<file path="config.mk">
export PLATFORM = sky130hd
export DESIGN_NAME = response_frame_receiver_core
export DESIGN_NICKNAME = d
export VERILOG_FILES = /design/src/design/rfr_pkg.sv /design/src/design/response_frame_receiver_core.sv
export SDC_FILE = /design/constraint.sdc
export NUM_CORES = 1
export LEC_CHECK = 0
export BUFFER_PORTS_ARGS = -buffer_cell sky130_fd_sc_hd__clkbuf_2
export CAP_MARGIN = 5
export CORE_MARGIN = 3
export CORE_UTILIZATION = 35
export DETAILED_ROUTE_END_ITERATION = 8
export GPL_TIMING_DRIVEN = 1
export HOLD_SLACK_MARGIN = 0.03
export PLACE_DENSITY = 0.58
export SYNTH_ARGS = -nofsm -noshare
export SYNTH_HDL_FRONTEND = slang
export SYNTH_SLANG_ARGS = --single-unit
</file>
<file path="constraint.sdc">
create_clock -name i_clk -period 3.58 [get_ports i_clk]
set_clock_uncertainty 0.2 [all_clocks]
set_input_delay 0.537 -clock i_clk [delete_from_list [all_inputs] [get_ports i_clk]]
set_output_delay 0.537 -clock i_clk [all_outputs]
set_load 0.005 [all_outputs]
</file>
<file path="src/design/rfr_pkg.sv">
// shared types, codes and constants for the response frame receiver
package rfr_pkg;

    localparam int unsigned PAYLOAD_LEN_DEF = 8;
    localparam int unsigned PAYLOAD_LEN_MAX = 64;

    localparam int unsigned CMD_W    = 8;
    localparam int unsigned BYTE_W   = 8;
    localparam int unsigned INDEX_W  = 6;
    localparam int unsigned STATUS_W = 2;
    localparam int unsigned TICK_W   = 16;

    localparam int unsigned S_TDATA_W = 16;
    localparam int unsigned S_TUSER_W = 2;
    localparam int unsigned M_TDATA_W = 16;
    localparam int unsigned M_TUSER_W = 4;

    localparam int unsigned CFG_IDX_W  = 1;
    localparam int unsigned CFG_DATA_W = 16;

    localparam logic [BYTE_W-1:0] HEADER_RST  = 8'h00;
    localparam logic [TICK_W-1:0] TIMEOUT_RST = 16'd100;
    localparam logic [TICK_W-1:0] TICK_MAX    = 16'hFFFF;

    typedef enum logic [1:0] {
        OP_START = 2'd0,
        OP_BYTE  = 2'd1,
        OP_TICK  = 2'd2
    } t_opcode;

    typedef enum logic [STATUS_W-1:0] {
        ST_OK      = 2'd0,
        ST_CS_ERR  = 2'd1,
        ST_TIMEOUT = 2'd2
    } t_status;

    typedef enum logic [CFG_IDX_W-1:0] {
        REG_HEADER  = 1'd0,
        REG_TIMEOUT = 1'd1
    } t_reg_idx;

    typedef enum logic [2:0] {
        PH_IDLE = 3'd0,
        PH_HUNT = 3'd1,
        PH_CMD  = 3'd2,
        PH_DATA = 3'd3,
        PH_CS   = 3'd4
    } t_phase;

endpackage

</file>
<file path="src/design/response_frame_receiver_core.sv">
// response frame receiver: header hunt, command match, payload pass-through, xor check
//
// Each transfer on the input stream is a start, a received byte or a one-millisecond tick
// and produces exactly one result transfer. Every item is handled by
// the frame state machine and its result lands in an output register, so a new item is
// taken every cycle while the output side keeps up; a result waiting on a stalled output
// holds the input back only until it is taken. A start arms a receive for the given
// command; the block then hunts for the header byte, checks the command byte, passes
// PAYLOAD_LEN payload bytes out with their index and compares the final byte with the
// xor of command and payload. Ticks time the receive out once the elapsed count reaches
// timeout_ticks. Bytes and ticks outside a receive give an all-zero result.
module response_frame_receiver_core
    import rfr_pkg::*;
#(
    parameter int unsigned PAYLOAD_LEN = PAYLOAD_LEN_DEF
) (
    input  logic                  i_clk,
    input  logic                  i_rst_n,
    // configuration write port
    input  logic                  i_cfg_we,
    input  logic [CFG_IDX_W-1:0]  i_cfg_addr,
    input  logic [CFG_DATA_W-1:0] i_cfg_wdata,
    // input stream
    input  logic                  s_axis_tvalid,
    output logic                  s_axis_tready,
    input  logic [S_TDATA_W-1:0]  s_axis_tdata,  // [7:0] request_cmd, [15:8] rx_byte
    input  logic [S_TUSER_W-1:0]  s_axis_tuser,  // [1:0] opcode
    // result stream
    output logic                  m_axis_tvalid,
    input  logic                  m_axis_tready,
    output logic [M_TDATA_W-1:0]  m_axis_tdata,  // [5:0] data_index, [13:6] data_byte, [15:14] 0
    output logic [M_TUSER_W-1:0]  m_axis_tuser   // [0] data_valid, [1] done_res, [3:2] status
);

    localparam int unsigned CNT_W = $clog2(PAYLOAD_LEN + 1);
    localparam logic [CNT_W-1:0] CNT_LAST = CNT_W'(PAYLOAD_LEN);

    // configuration registers
    logic [BYTE_W-1:0] r_header;
    logic [TICK_W-1:0] r_timeout;

    // frame state
    t_phase            r_phase, n_phase;
    logic [CMD_W-1:0]  r_exp_cmd, n_exp_cmd;
    logic [CNT_W-1:0]  r_byte_cnt, n_byte_cnt;
    logic [BYTE_W-1:0] r_xor, n_xor;
    logic [TICK_W-1:0] r_elapsed, n_elapsed;

    // output register
    logic               r_out_valid;
    logic               r_out_dv, n_out_dv;
    logic [INDEX_W-1:0] r_out_idx, n_out_idx;
    logic [BYTE_W-1:0]  r_out_byte, n_out_byte;
    logic               r_out_done, n_out_done;
    t_status            r_out_status, n_out_status;

    logic              in_acc;
    t_opcode           in_op;
    logic [CMD_W-1:0]  in_cmd;
    logic [BYTE_W-1:0] in_byte;
    logic [TICK_W-1:0] elapsed_inc;

    assign s_axis_tready = !r_out_valid || m_axis_tready;
    assign in_acc        = s_axis_tvalid && s_axis_tready;
    assign in_op         = t_opcode'(s_axis_tuser);
    assign in_cmd        = s_axis_tdata[CMD_W-1:0];
    assign in_byte       = s_axis_tdata[CMD_W +: BYTE_W];
    assign elapsed_inc   = (r_elapsed == TICK_MAX) ? r_elapsed : r_elapsed + TICK_W'(1);

    always_ff @(posedge i_clk) begin
        if (!i_rst_n) begin
            r_header  <= HEADER_RST;
            r_timeout <= TIMEOUT_RST;
        end else if (i_cfg_we) begin
            unique case (t_reg_idx'(i_cfg_addr))
                REG_HEADER:  r_header  <= i_cfg_wdata[BYTE_W-1:0];
                REG_TIMEOUT: r_timeout <= i_cfg_wdata[TICK_W-1:0];
                default: ;
            endcase
        end
    end

    always_comb begin
        n_phase      = r_phase;
        n_exp_cmd    = r_exp_cmd;
        n_byte_cnt   = r_byte_cnt;
        n_xor        = r_xor;
        n_elapsed    = r_elapsed;
        n_out_dv     = 1'b0;
        n_out_idx    = '0;
        n_out_byte   = '0;
        n_out_done   = 1'b0;
        n_out_status = ST_OK;

        case (in_op)
            OP_START: begin
                n_exp_cmd  = in_cmd;
                n_xor      = in_cmd;
                n_byte_cnt = '0;
                n_elapsed  = '0;
                n_phase    = PH_HUNT;
            end
            OP_TICK: begin
                if (r_phase != PH_IDLE) begin
                    n_elapsed = elapsed_inc;
                    if (elapsed_inc >= r_timeout) begin
                        n_phase      = PH_IDLE;
                        n_out_done   = 1'b1;
                        n_out_status = ST_TIMEOUT;
                    end
                end
            end
            OP_BYTE: begin
                unique case (r_phase)
                    PH_IDLE: ;
                    PH_HUNT: begin
                        if (in_byte == r_header) begin
                            n_phase = PH_CMD;
                        end
                    end
                    PH_CMD: begin
                        if (in_byte != r_exp_cmd) begin
                            n_phase = PH_HUNT;
                        end else begin
                            n_byte_cnt = '0;
                            n_xor      = r_exp_cmd;
                            n_phase    = PH_DATA;
                        end
                    end
                    PH_DATA: begin
                        n_out_dv   = 1'b1;
                        n_out_idx  = INDEX_W'(r_byte_cnt);
                        n_out_byte = in_byte;
                        n_xor      = r_xor ^ in_byte;
                        n_byte_cnt = r_byte_cnt + CNT_W'(1);
                        if (n_byte_cnt >= CNT_LAST) begin
                            n_phase = PH_CS;
                        end
                    end
                    PH_CS: begin
                        n_phase      = PH_IDLE;
                        n_out_done   = 1'b1;
                        n_out_status = (in_byte == r_xor) ? ST_OK : ST_CS_ERR;
                    end
                    default: n_phase = PH_IDLE;
                endcase
            end
            default: ;
        endcase
    end

    always_ff @(posedge i_clk) begin
        if (!i_rst_n) begin
            r_phase    <= PH_IDLE;
            r_exp_cmd  <= '0;
            r_byte_cnt <= '0;
            r_xor      <= '0;
            r_elapsed  <= '0;
        end else if (in_acc) begin
            r_phase    <= n_phase;
            r_exp_cmd  <= n_exp_cmd;
            r_byte_cnt <= n_byte_cnt;
            r_xor      <= n_xor;
            r_elapsed  <= n_elapsed;
        end
    end

    always_ff @(posedge i_clk) begin
        if (!i_rst_n) begin
            r_out_valid <= 1'b0;
        end else if (in_acc) begin
            r_out_valid <= 1'b1;
        end else if (m_axis_tready) begin
            r_out_valid <= 1'b0;
        end
    end

    always_ff @(posedge i_clk) begin
        if (in_acc) begin
            r_out_dv     <= n_out_dv;
            r_out_idx    <= n_out_idx;
            r_out_byte   <= n_out_byte;
            r_out_done   <= n_out_done;
            r_out_status <= n_out_status;
        end
    end

    assign m_axis_tvalid = r_out_valid;
    assign m_axis_tdata  = {{(M_TDATA_W - INDEX_W - BYTE_W){1'b0}}, r_out_byte, r_out_idx};
    assign m_axis_tuser  = {r_out_status, r_out_done, r_out_dv};

    // a result never carries payload and an end at once
    a_dv_done_excl: assert property (@(posedge i_clk) disable iff (!i_rst_n)
        r_out_valid |-> !(r_out_dv && r_out_done))
        else $error("payload and done flagged in one result");

    // payload counter stays within the frame
    a_cnt_range: assert property (@(posedge i_clk) disable iff (!i_rst_n)
        r_byte_cnt <= CNT_LAST)
        else $error("payload count beyond frame length");

    // every ended receive leaves the block idle
    a_done_idle: assert property (@(posedge i_clk) disable iff (!i_rst_n)
        (in_acc && n_out_done) |=> (r_phase == PH_IDLE))
        else $error("receive ended but block not idle");

    // a start re-arms the hunt with a cleared tick count
    a_start_arm: assert property (@(posedge i_clk) disable iff (!i_rst_n)
        (in_acc && in_op == OP_START) |=> (r_phase == PH_HUNT && r_elapsed == '0))
        else $error("start did not arm the hunt");

    // payload results only come from the data phase
    a_dv_phase: assert property (@(posedge i_clk) disable iff (!i_rst_n)
        (in_acc && n_out_dv) |-> (r_phase == PH_DATA))
        else $error("payload emitted outside data phase");

endmodule
</file>
# Yosys cells after proc, flatten, opt, wreduce, memory -nomap -nowiden
# Cells that the tools add are included.
# op_classes
n_bitwise	2
reduce_logical	17
magnitude_cmp	2
n_addsub	2
eq_ne	17
n_mux	28
# op_table
operator	count
16-bit two-way mux	2
16-bit case mux with 2 select lines	1
8-bit case mux with 2 select lines	2
16-bit by 1-bit adder with 16-bit output (second input constant)	1
16-bit equality test (second input constant)	1
8-bit equality test	2
16-bit greater-or-equal comparator	1
4-bit case mux with 2 select lines	2
3-bit two-way mux	4
3-bit case mux with 4 select lines	1
3-bit != test (second input constant)	3
3-bit case mux with 3 select lines	1
1-bit two-way mux	8
8-bit two-way mux	1
8-bit != test	1
2-bit AND reduction	4
8-bit bitwise XOR	1
7-bit AND reduction	1
3-bit by 2-bit equality test with 1-bit output (second input constant)	2
2-bit two-way mux	3
2-bit != test (second input constant)	3
2-bit nonzero test	3
3-bit nonzero test	2
4-bit by 1-bit adder with 4-bit output (second input constant)	1
17 further kinds	17
# word_totals
word_cells	82
in_bits	40
ff_bits	82
out_inout_bits	22

# Logic depth before layout (Yosys ltp)
# logic_depth
word_depth	6
depth_mapped	15
depth_no_buf	13

# Worst setup path before layout
# Ideal clock, no wire load.
# synth_path
path_kind	reg-to-reg
startpoint	register r_elapsed[7]
endpoint	register r_phase[0]
required_time_ns	3.258
path_buffers	0
synth_period_minus_slack_ns	3.177
stages_incl_launch_ff	14
setup_slack_ns	0.403
arrival_time_ns	2.856
setup_time_ns	0.122
path_cell_list	dfxtp_1 and4_1 and3_4 nand3_1 nor2_1 xnor2_1 nand2_1 ha_1 and4_1 nand4_1 or4_1 nand4_1 nand3_1 mux2i_1
# synth_between
elab_chain_cells	5
elab_cells_between_ends	6
classes_between	add/sub (1); order compare (1); eq/ne (2); mux (1); reduce/logical (1)
# synth_rtl
item	line_no	text
from (decl)	response_frame_receiver_core.sv:47	logic [TICK_W-1:0] r_elapsed, n_elapsed;
from (signal assigned)	response_frame_receiver_core.sv:164	r_elapsed <= n_elapsed;
16-bit by 1-bit adder with 16-bit output or 16-bit equality test (tied branches)	response_frame_receiver_core.sv:68	assign elapsed_inc = (r_elapsed == TICK_MAX) ? r_elapsed : r_elapsed + TICK_W'(1);
16-bit two-way mux *	response_frame_receiver_core.sv:68	
16-bit greater-or-equal comparator *	response_frame_receiver_core.sv:106	if (elapsed_inc >= r_timeout) begin
2-bit != test (no line) *	--	
7-bit AND reduction (no line) *	--	
to (signal assigned)	response_frame_receiver_core.sv:160	r_phase <= n_phase;
to (decl)	response_frame_receiver_core.sv:43	t_phase r_phase, n_phase;
# Every way passes the cells marked *; elsewhere a longest branch is shown, timed or not.
# A chain may end at the register's enable or synchronous reset.

# Worst setup path after layout
# layout_path
startpoint	register r_elapsed[4]
endpoint	register r_phase[1]
# The elaborated chain is that of the path after synthesis.

==> out/metrics.csv <==
metric,value,unit
Root Buffer,clkbuf_16,
Final Slew Violations,0,
worst-margin pin slew,0.871,ns
CP Capture Type,register,
ys flop type,dfxtp_1,
cts hold-fix bufs,0,
Total Power,2030,uW
DRC viols,0,
Final Hold Fails,0,
"Setup violations, final",0,
post-layout min period,3.32,ns
Top Usage Layer GRT,met2,
Flop pwr share,47.1,%
Port Buf Inserts,57,
Fillers,1295,
DIE AREA,14500,sq um
Critical Path Start Type,register,
Synth Instances,513,
Nets,620,
Total Routing Usage GR,15.2,%
Critical Path RT,3.61,ns
GR met3 Demand/Resource,4.02,%
setup TNS,0,ns
vias per inst,5.02,
total clock sinks,80,
DP HPWL,7830,um
Final Cycle Share,92.8,%
met1 usage in global routing,19.7,%
Clock power frac,44.5,%
number of detailed-route iterations in the first pass,4,
Worst slew margin,41.7,%
status,"complete, no violations",
vias in the first global route,3609,
TritonCTS clock tree,yes,
Post-Route WL,10600,um
PostCTS Resize Cnt,0,
fraction of registers with async set/reset,0,%
largest net degree at the start of global routing,62,
first-pass GRT wire length,17700,um
GR Util met2,25.3,%
Mapped Avg Cell Area,8.90,sq um
fmax,301,MHz
internal power,1550,uW
H-tree levels,3,
NetSw,483,uW
clk slew on worst S/H paths,0.06,ns
crit path kind,reg -> reg,
hold path depth,3,
Max VDD drop,0.000289,V
area of the core,12700,sq um
sequential fraction of the synthesis area,38.6,%
Pleak,0.00231,uW
number of synthesized flops with an enable pin,16,
fraction of layout cells with a size suffix above 1,19.0,%
post-route ant nets,0,
initial antenna violation count,0,
routability cong.,0.843,
Layout area overhead,15.3,%
Via Count,3694,
Pwr Density,386,nW/um^2
Logic pwr share,8.4,%
FF-to-FF path depth,12,
worst skew pair latency,0.34,ns
warnings from Yosys,0,
Post-Syn Area,4570,sq um
# diodes,0,
"Setup Fix Bufs, Post-CTS",0,
number of CTS-inserted buffers,9,
Cell variety after synth,57,
initial core utilization,36.1,%
I/O pins,62,
pre-CTS setup slack,0.0478,ns
die height,120,um
CP arrival,3.35,ns
initial DRC count,222,
switching portion of total power,23.8,%
chip width,120,um
row cnt,41,
setup ws final,0.256,ns
CP max FO,5,
Max clock buf depth,2,
Hold Path Class,in -> reg,
max-cap violations,0,
GRT overflow,0,
#FFs+latches synth,80,
Avg WL per Cell,14.4,um
cell type report:
class                   instances  area (sq um)  share of cell area (%)
clock inverters                 6          60.1                    1.14
flip-flops and latches         80          1770                    33.6
inverters                      33           124                    2.35
multi-input cells             372          2540                    48.2
well taps                     172           215                    4.09
repair buffers                 63           330                    6.27
clock buffers                  10           229                    4.35
synth_stat cells, drive strengths merged (2+ instances only):
| master | n | area, sq um |
|---|---|---|
| a21boi | 23 | 173 |
| a21oi | 12 | 60.1 |
| a22o | 3 | 26.3 |
| a22oi | 8 | 60.1 |
| a31o | 8 | 70.1 |
| a31oi | 8 | 56.3 |
| a32o | 3 | 30.0 |
| and2 | 10 | 62.6 |
| and3 | 15 | 108 |
| and4 | 3 | 26.3 |
| buf | 16 | 123 |
| clkbuf | 14 | 62.6 |
| dfxtp | 64 | 1280 |
| edfxtp | 16 | 480 |
| ha | 21 | 263 |
| inv | 33 | 124 |
| mux2i | 14 | 140 |
| nand2 | 81 | 304 |
| nand2b | 8 | 50.1 |
| nand3 | 13 | 65.1 |
| nand3b | 2 | 15.0 |
| nand4 | 8 | 56.3 |
| nor2 | 9 | 33.8 |
| nor2b | 15 | 93.8 |
| nor4 | 7 | 50.1 |
| o211ai | 5 | 37.5 |
| o21a | 3 | 22.5 |
| o21ai | 32 | 160 |
| o31ai | 5 | 42.5 |
| or3 | 2 | 12.5 |
| xnor2 | 10 | 87.6 |
| xor2 | 29 | 254 |
final timing paths:
path | start | slack, ns | endpoint
max reg2reg | r_elapsed[4]$_SDFFE_PN0P_ | 0.26 | r_phase[1]$_SDFFE_PN0P_
min reg2reg | r_timeout[15]$_SDFFE_PN0P_ | 0.27 | r_timeout[15]$_SDFFE_PN0P_
max | r_elapsed[4]$_SDFFE_PN0P_ | 0.26 | r_phase[1]$_SDFFE_PN0P_
min | i_cfg_wdata[8] | 0.23 | r_timeout[8]$_SDFFE_PN0P_
power groups by stage:
stage               logic, uW  clock network (uW)  registers (uW)
detailed placement        172                   0             978
floorplan                 110                   0             975
finish                    171                 905             958
CTS                       173                 918             958
global placement          169                   0             977
global route              195                 957             960
worst max-delay path, stage by stage (launching register included):
cell     delay (ns)
dfxtp_1        0.40
and4_4         0.26
and3_1         0.26
and3_1         0.22
xnor2_1        0.13
nand2_1        0.08
ha_1           0.29
and4_1         0.19
nand4_1        0.14
or4_1          0.57
nand4_1        0.18
o311a_2        0.19
o21ai_0        0.08
cells in the final DEF, fill, tap and decap left out, types with 2 or more instances in the layout:
master and instances:
edfxtp_1 16, xnor2_1 10, clkbuf_16 9, mux2i_1 14, and2_1 9, nor2b_1 15, and3_1 7, nor4_1 6
inv_1 32, nand3b_1 2, nand2_1 81, nand2b_1 8, o21a_1 3, and4_4 2, dfxtp_2 6, a22oi_1 8
o211ai_1 5, and3_2 7, xor2_1 29, clkbuf_2 57, o31ai_1 4, o21ai_1 10, conb_1 4, a32o_1 3
nand3_1 11, o21ai_0 22, or3_1 2, nand4_1 7, dfxtp_1 58, nor2_1 8, a22o_1 3, a21oi_1 12
buf_4 6, a31o_1 8, clkinv_2 2, ha_1 21, a21boi_0 22, a31oi_1 7
cells by family after synthesis:
kind of cell,Yosys count,synth area share [%]
AO/OA/AOI/OAI,116,17.7
XOR/XNOR,39,7.48
adder cells (fa/ha/maj),21,5.75
buffers and inverters,64,6.98
flip-flops,80,38.6
multiplexers,15,3.40
other,1,0.0821
AND/OR/NAND/NOR,177,20.0
routing by layer:
layer  wire length [um]  share of wire (%)
met4                144                1.4
met2               5100                 48
met5                  0                  0
met3                430                4.1
met1               4930                 47
flip-flops by register name, summed over array words and instances (netlist names):
| name | count |
|---|---|
| r_elapsed | 16 |
| r_timeout | 16 |
| r_exp_cmd | 8 |
| r_header | 8 |
| r_out_byte | 8 |
| r_xor | 8 |
| r_byte_cnt | 4 |
| r_out_idx | 4 |
| r_phase | 3 |
| r_out_status | 2 |
| m_axis_tvalid | 1 |
| r_out_done | 1 |
| r_out_dv | 1 |
metrics by stage:
stage	utilization, %	hold slack, ns	cells	instance area, sq um
after detailed placement	38.9	0.261	720	4930
after CTS	41.2	0.226	736	5220
after global routing	41.6	0.243	736	5270
final	41.6	0.233	736	5270
after global placement	38.9	0.253	720	4930
after floorplan	-	0.243	516	4580
Power figures use the tool's default switching activity.
